--- config.mk ---
export PLATFORM = sky130hd
export DESIGN_NAME = cdba_mac
export DESIGN_NICKNAME = d
export VERILOG_FILES = /design/src/rtl/core/cdba_pkg.sv /design/src/rtl/core/cdba_mac.sv
export SDC_FILE = /design/constraint.sdc
export NUM_CORES = 2
export LEC_CHECK = 0
export ABC_AREA = 1
export BUFFER_PORTS_ARGS = -buffer_cell sky130_fd_sc_hd__buf_2
export CORE_MARGIN = 5
export CORE_UTILIZATION = 35
export CTS_CLUSTER_SIZE = 25
export DETAILED_ROUTE_END_ITERATION = 12
export PLACE_DENSITY = 0.49
export SKIP_CTS_REPAIR_TIMING = 1
export SYNTH_ARGS = -nofsm -noshare
export SYNTH_HDL_FRONTEND = slang
export SYNTH_SLANG_ARGS = --single-unit
--- constraint.sdc ---
create_clock -name i_clk -period 8 [get_ports i_clk]
set_input_delay 0.4 -clock i_clk [delete_from_list [all_inputs] [get_ports i_clk]]
set_output_delay 0.4 -clock i_clk [all_outputs]
set_load 0.02 [all_outputs]
--- src/rtl/core/cdba_pkg.sv ---
// Shared types, codes and constants for the dilated 1D convolution block.
package cdba_pkg;

    // Request actions carried on the input channel.
    typedef enum logic [1:0] {
        ACT_LOAD_WEIGHT = 2'd0,
        ACT_LOAD_BIAS   = 2'd1,
        ACT_LOAD_SAMPLE = 2'd2,
        ACT_COMPUTE     = 2'd3
    } t_action;

    // Configuration register indexes.
    typedef enum logic [2:0] {
        CFG_IN_CHANNELS  = 3'd0,
        CFG_OUT_CHANNELS = 3'd1,
        CFG_KERNEL_WIDTH = 3'd2,
        CFG_STRIDE       = 3'd3,
        CFG_DILATION     = 3'd4,
        CFG_PAD_WIDTH    = 3'd5,
        CFG_ACT_MODE     = 3'd6,
        CFG_LEAKY_SLOPE  = 3'd7
    } t_cfg_idx;

    // Activation functions.
    typedef enum logic [1:0] {
        ACTV_NONE  = 2'd0,
        ACTV_RELU  = 2'd1,
        ACTV_LEAKY = 2'd2,
        ACTV_RELU6 = 2'd3
    } t_act_mode;

    // Tag that travels with each tap from the sequencer to the MAC unit.
    typedef struct packed {
        logic vld;
        logic zero;
        logic last;
    } t_tap;

    // Configuration register reset values.
    localparam logic [4:0] RST_IN_CHANNELS  = 5'd1;
    localparam logic [4:0] RST_OUT_CHANNELS = 5'd1;
    localparam logic [4:0] RST_KERNEL_WIDTH = 5'd3;
    localparam logic [4:0] RST_STRIDE       = 5'd1;
    localparam logic [4:0] RST_DILATION     = 5'd1;
    localparam logic [3:0] RST_PAD_WIDTH    = 4'd0;
    localparam logic [1:0] RST_ACT_MODE     = 2'd0;
    localparam logic [7:0] RST_LEAKY_SLOPE  = 8'd26;

    // Upper limits of stride and dilation.
    localparam int STRIDE_MAX   = 16;
    localparam int DILATION_MAX = 16;

    // Width of the loaded length: holds one past the largest 9-bit position.
    localparam int LEN_W = 10;
    // Width of a tap's position in the padded input.
    localparam int T_W = 14;

    // 6.0 in Q8.8.
    localparam int RELU6_LIMIT = 1536;

    // Clamp a 5-bit register value into 1..hi.
    function automatic logic [4:0] sat_cfg(input logic [4:0] v, input int hi);
        logic [4:0] r;
        if (v == 5'd0) begin
            r = 5'd1;
        end else if (32'(v) > hi) begin
            r = 5'(hi);
        end else begin
            r = v;
        end
        return r;
    endfunction

endpackage

--- src/rtl/core/cdba_mac.sv ---
// Shared multiply-accumulate unit with rounding, activation and saturation.
module cdba_mac #(
    parameter int ACC_W = 42
) (
    input  logic                     i_clk,
    input  logic                     i_rst_n,
    input  logic                     i_start,
    input  logic signed [15:0]       i_bias,
    input  cdba_pkg::t_tap           i_tap,
    input  logic signed [15:0]       i_sample,
    input  logic signed [15:0]       i_weight,
    input  cdba_pkg::t_act_mode      i_mode,
    input  logic [7:0]               i_slope,
    output logic                     o_done,
    output logic signed [15:0]       o_value
);

    localparam int V_W  = ACC_W - 7;
    localparam int LK_W = 26;
    localparam int LP_W = LK_W + 9;
    localparam int FW   = (V_W > LP_W) ? V_W : LP_W;

    localparam logic signed [V_W-1:0] LK_MIN    = V_W'(-(64'sd1 <<< 24));
    localparam logic signed [V_W-1:0] RELU6_MAX = V_W'(cdba_pkg::RELU6_LIMIT);
    localparam logic signed [FW-1:0]  SAT_MAX   = FW'(32767);
    localparam logic signed [FW-1:0]  SAT_MIN   = FW'(-32768);

    logic                    r_p_vld;
    logic                    r_p_last;
    logic signed [31:0]      r_prod;
    logic signed [ACC_W-1:0] r_acc;
    logic                    r_sum_vld;
    logic                    r_r_vld;
    logic signed [V_W-1:0]   r_v;
    logic                    r_a_vld;
    logic                    r_a_lk;
    logic signed [V_W-1:0]   r_a_val;
    logic signed [LP_W-1:0]  r_lk_prod;
    logic                    r_done;
    logic signed [15:0]      r_value;

    logic signed [ACC_W:0]   n_rnd;
    logic                    n_neg;
    logic signed [V_W-1:0]   n_act;
    logic signed [LK_W-1:0]  n_lkv;
    logic signed [LP_W-1:0]  n_lk_rnd;
    logic signed [FW-1:0]    n_src;
    logic signed [15:0]      n_sat;

    // Rounding of the accumulator to Q8.8 and activation selection.
    always_comb begin
        n_rnd = $signed({r_acc[ACC_W-1], r_acc}) + (ACC_W+1)'(128);
        n_neg = r_v[V_W-1];
        n_act = r_v;
        case (i_mode)
            cdba_pkg::ACTV_NONE: begin
                n_act = r_v;
            end
            cdba_pkg::ACTV_RELU: begin
                n_act = n_neg ? '0 : r_v;
            end
            cdba_pkg::ACTV_LEAKY: begin
                n_act = r_v;
            end
            cdba_pkg::ACTV_RELU6: begin
                if (n_neg) begin
                    n_act = '0;
                end else if (r_v > RELU6_MAX) begin
                    n_act = RELU6_MAX;
                end else begin
                    n_act = r_v;
                end
            end
            default: begin
                n_act = r_v;
            end
        endcase
        // Below -2^24 the leaky result saturates for any nonzero slope.
        n_lkv = (r_v < LK_MIN) ? LK_W'(LK_MIN) : LK_W'(r_v);
    end

    // Final leaky rounding and saturation to 16 bits.
    always_comb begin
        n_lk_rnd = (r_lk_prod + LP_W'(128)) >>> 8;
        n_src    = r_a_lk ? FW'(n_lk_rnd) : FW'(r_a_val);
        if (n_src > SAT_MAX) begin
            n_sat = 16'sh7fff;
        end else if (n_src < SAT_MIN) begin
            n_sat = -16'sh8000;
        end else begin
            n_sat = 16'(n_src);
        end
    end

    // Product, accumulator and post-processing stages.
    always_ff @(posedge i_clk) begin
        if (!i_rst_n) begin
            r_p_vld   <= 1'b0;
            r_p_last  <= 1'b0;
            r_sum_vld <= 1'b0;
            r_r_vld   <= 1'b0;
            r_a_vld   <= 1'b0;
            r_done    <= 1'b0;
        end else begin
            r_p_vld   <= i_tap.vld;
            r_p_last  <= i_tap.vld & i_tap.last;
            r_sum_vld <= r_p_last;
            r_r_vld   <= r_sum_vld;
            r_a_vld   <= r_r_vld;
            r_done    <= r_a_vld;
        end
    end

    always_ff @(posedge i_clk) begin
        // Padding taps contribute nothing, whatever the stores hold.
        if (i_tap.vld) begin
            r_prod <= i_tap.zero ? 32'sd0 : i_sample * i_weight;
        end
        if (i_start) begin
            r_acc <= {{(ACC_W-24){i_bias[15]}}, i_bias, 8'h00};
        end else if (r_p_vld) begin
            r_acc <= r_acc + ACC_W'(r_prod);
        end
        if (r_sum_vld) begin
            r_v <= $signed(n_rnd[ACC_W:8]);
        end
        if (r_r_vld) begin
            r_a_val   <= n_act;
            r_a_lk    <= (i_mode == cdba_pkg::ACTV_LEAKY) && n_neg;
            r_lk_prod <= n_lkv * $signed({1'b0, i_slope});
        end
        if (r_a_vld) begin
            r_value <= n_sat;
        end
    end

    assign o_done  = r_done;
    assign o_value = r_value;

endmodule

==> reports/metrics.yaml <==
worst_clock_skew_ns: 0.0235
worst_pin_slew_ns: 1.03
power.internal_mw: 5.41
coreArea_um2: 83400
cp_max_fo: 22
finalCriticalPeriod_ns: 6.48
cts_tree: "built"
dp_hpwl_mm: 69.9
synth-seq-area-share: 0.195
drt_iter0_drc: 1248
critPathKind: "flip-flop to flip-flop"
synth-main-ff-cell: "edfxtp_1"
finalPower_mw: 12.4
cap_viol_max_count: 0
gr-usage-all-layers: 0.192
switching_share: 0.563
multiInputGateArea_um2: 19700
cp_common_cell: "inv_1"
syn_avg_cell_area_um2: 7.74
setup_viol: 0
comb_power_share: 0.797
drv_slew: 0
vias: 23200
hold_class: "primary input to flip-flop"
antenna_found_initial: 0
wl_per_cell_um: 17.2
cts-root-buf: "clkbuf_16"
max_freq_ghz: 0.154
insertedDiodeCount: 0
syn_area_um2: 29300
required_ns: 8.19
outcome: "finished clean"
dieArea_um2: 89700
layout_common_cells: "inv_1, nand2_1, fa_1"
syn-instance-count: 3786
crit_path_max_incr_delay_ns: 0.57
cts-buffers-inserted: 17
clockBufferDepth: 2
area_delta_synth_final_pct: 6.83
synth-seq-cells: 195
syn-num-nets: 4465
start_util: 0.351
nets: 4470
async_reset_ff_frac: 0
gr-total-overflow: 0
startpoint_type: "flip-flop"
drt_pre_antenna_iters: 5
power_leakage_nw: 16.0
clkLatencyLatePin_ns: 0.46
drive_gt1_frac: 0.0384
die_w_um: 299
setup_tns_ns: 0
arrival_ns: 6.68
h-tree-depth: 4
cp-end-kind: "flip-flop"
maxSlewHeadroom: 0.311
cp_slowest_cell: "nor2_1"
final_common_cell: "inv_1"
viasPerCell: 4.75
drc: 0
clkSlewWorstSetupHoldPaths_ns: 0.08
ys_types: 49
drt.antenna.violating_nets: 0
p_switching_mw: 6.96
wl_mm: 84.1
path_cells: "nand2_1 > nor2_1 > nand3_1 > nand2_1 > inv_1 > nor2_1 > nor2_1 > fa_1 > inv_1 > fa_1 > inv_1 > fa_1 > inv_1 > fa_1 > inv_1 > ha_1 > a21oi_1 > o21ai_0 > inv_1 > nor2_1 > a2111oi_0 > nand2_1 > nand2_1 > nand2_1"
power_frac_seq: 0.130
io_pins: 81
port-buffer-count: 80
row_count: 106
yosysWarnings: 0
grt_pass1_wl_mm: 137
powerDensity_nw_per_um2: 395
hold_viol: 0
crit_buf_inv: 6
die_h_um: 299
place.gp.congestion: 0.932
ir_drop_mv: 0.577
synth_enable_flop_cells: 181
critPathTopFamily: "adder cells"
grt_max_degree: 66
seqCellArea_um2: 5720
clkSinkCount: 195
grt_pass1_vias: 24700
rsz0062_at_grt: "false"
p_clk_frac: 0.074
fin_crit_sh: 0.811
n_fill_cell: 8864
==> per-stage QoR <==
stage	hold slack (ns)	worst slack, ns	utilization	cells	cell area, um2
finish	0.158	1.52	0.375	4884	31300
global route	0.151	0.826	0.375	4884	31300
CTS	0.137	1.49	0.375	4884	31300
detailed placement	0.397	1.42	0.368	4852	30700
global placement	0.395	1.43	0.368	4852	30700
floorplan	0.390	1.75	-	3786	29300
==> power groups by stage <==
stage / Clock, mW / Combinational, mW / Sequential, mW
finish: 0.910 / 9.86 / 1.61
floorplan: 0 / 7.24 / 1.54
detailed placement: 0 / 9.95 / 1.63
CTS: 0.928 / 10.0 / 1.61
global route: 0.972 / 11.5 / 1.62
global placement: 0 / 10.0 / 1.63
==> tightest hold or removal path, stage by stage <==
cell,delay (ns)
buf_2,0.09
inv_1,0.04
nor2_1,0.04
==> cell type report <==
| type | instances | area share |
|---|---|---|
| multi-input cells | 2567 | 0.630 |
| repair buffers | 85 | 0.0140 |
| well taps | 1080 | 0.0431 |
| clock buffers | 18 | 0.0137 |
| flip-flops and latches | 195 | 0.183 |
| clock inverters | 14 | 0.00555 |
| inverters | 925 | 0.111 |
==> kinds of logic (layout without fill, tap and decap cells) <==
logic type / Yosys count / in the layout / share of synthesized area
AO/OA/AOI/OAI: 404 / 404 / 0.0753
adder cells (fa/ha/maj): 615 / 615 / 0.371
XOR/XNOR: 86 / 86 / 0.0257
buffers and inverters: 1024 / 1042 / 0.132
flip-flops: 195 / 195 / 0.195
AND/OR/NAND/NOR: 1462 / 1462 / 0.201
==> final timing paths <==
path                        endpoint                 from  cells past startpoint  slack [ns]
max          r_lk_prod[33]$_DFFE_PP_    r_v[25]$_DFFE_PP_                     24        1.52
min              r_p_last$_SDFF_PN0_             i_tap[0]                      3        0.16
max reg2reg  r_lk_prod[33]$_DFFE_PP_    r_v[25]$_DFFE_PP_                     24        1.52
min reg2reg     r_sum_vld$_SDFF_PN0_  r_p_last$_SDFF_PN0_                      2        0.43
==> cell usage after synthesis, types with 2 or more instances <==
| cell type | instances | area, um2 |
|---|---|---|
| a21boi_0 | 4 | 30.0 |
| a21o_1 | 13 | 97.6 |
| a21oi_1 | 178 | 891 |
| a31oi_1 | 8 | 50.1 |
| buf_1 | 5 | 18.8 |
| buf_2 | 3 | 15.0 |
| buf_6 | 2 | 22.5 |
| clkbuf_1 | 89 | 334 |
| clkinv_1 | 3 | 11.3 |
| dfxtp_1 | 14 | 280 |
| edfxtp_1 | 181 | 5440 |
| fa_1 | 424 | 8490 |
| ha_1 | 191 | 2390 |
| inv_1 | 921 | 3460 |
| nand2_1 | 848 | 3180 |
| nand2_2 | 5 | 31.3 |
| nand3_1 | 105 | 526 |
| nand3_2 | 3 | 30.0 |
| nand3b_1 | 3 | 22.5 |
| nand4_1 | 27 | 169 |
| nor2_1 | 401 | 1510 |
| nor2_2 | 5 | 31.3 |
| nor3_1 | 31 | 155 |
| nor3_2 | 2 | 20.0 |
| nor4_1 | 19 | 119 |
| o211ai_1 | 3 | 22.5 |
| o21a_1 | 18 | 135 |
| o21ai_0 | 145 | 726 |
| o21ai_1 | 5 | 25.0 |
| o21bai_1 | 14 | 105 |
| o22ai_1 | 7 | 43.8 |
| or2_2 | 8 | 50.1 |
| xnor2_1 | 33 | 289 |
| xor2_1 | 53 | 464 |
==> flip-flops by register name (all words and copies together) (netlist names) <==
register,cells
r_v,35
o_value,16
r_prod,32
r_sum_vld,1
r_acc,42
r_p_last,1
o_done,1
r_r_vld,1
r_a_vld,1
r_a_val,35
r_a_lk,1
r_lk_prod,28
r_p_vld,1
==> metal layers <==
metal  track usage  vias up  routed length, um
li1              -    11500                  -
met1         0.251    11300              37000
met2         0.348      408              42200
met3        0.0183       83               2990
met4        0.0423        0               1890
met5             0        -                  0
Power figures use the tool's default switching activity.
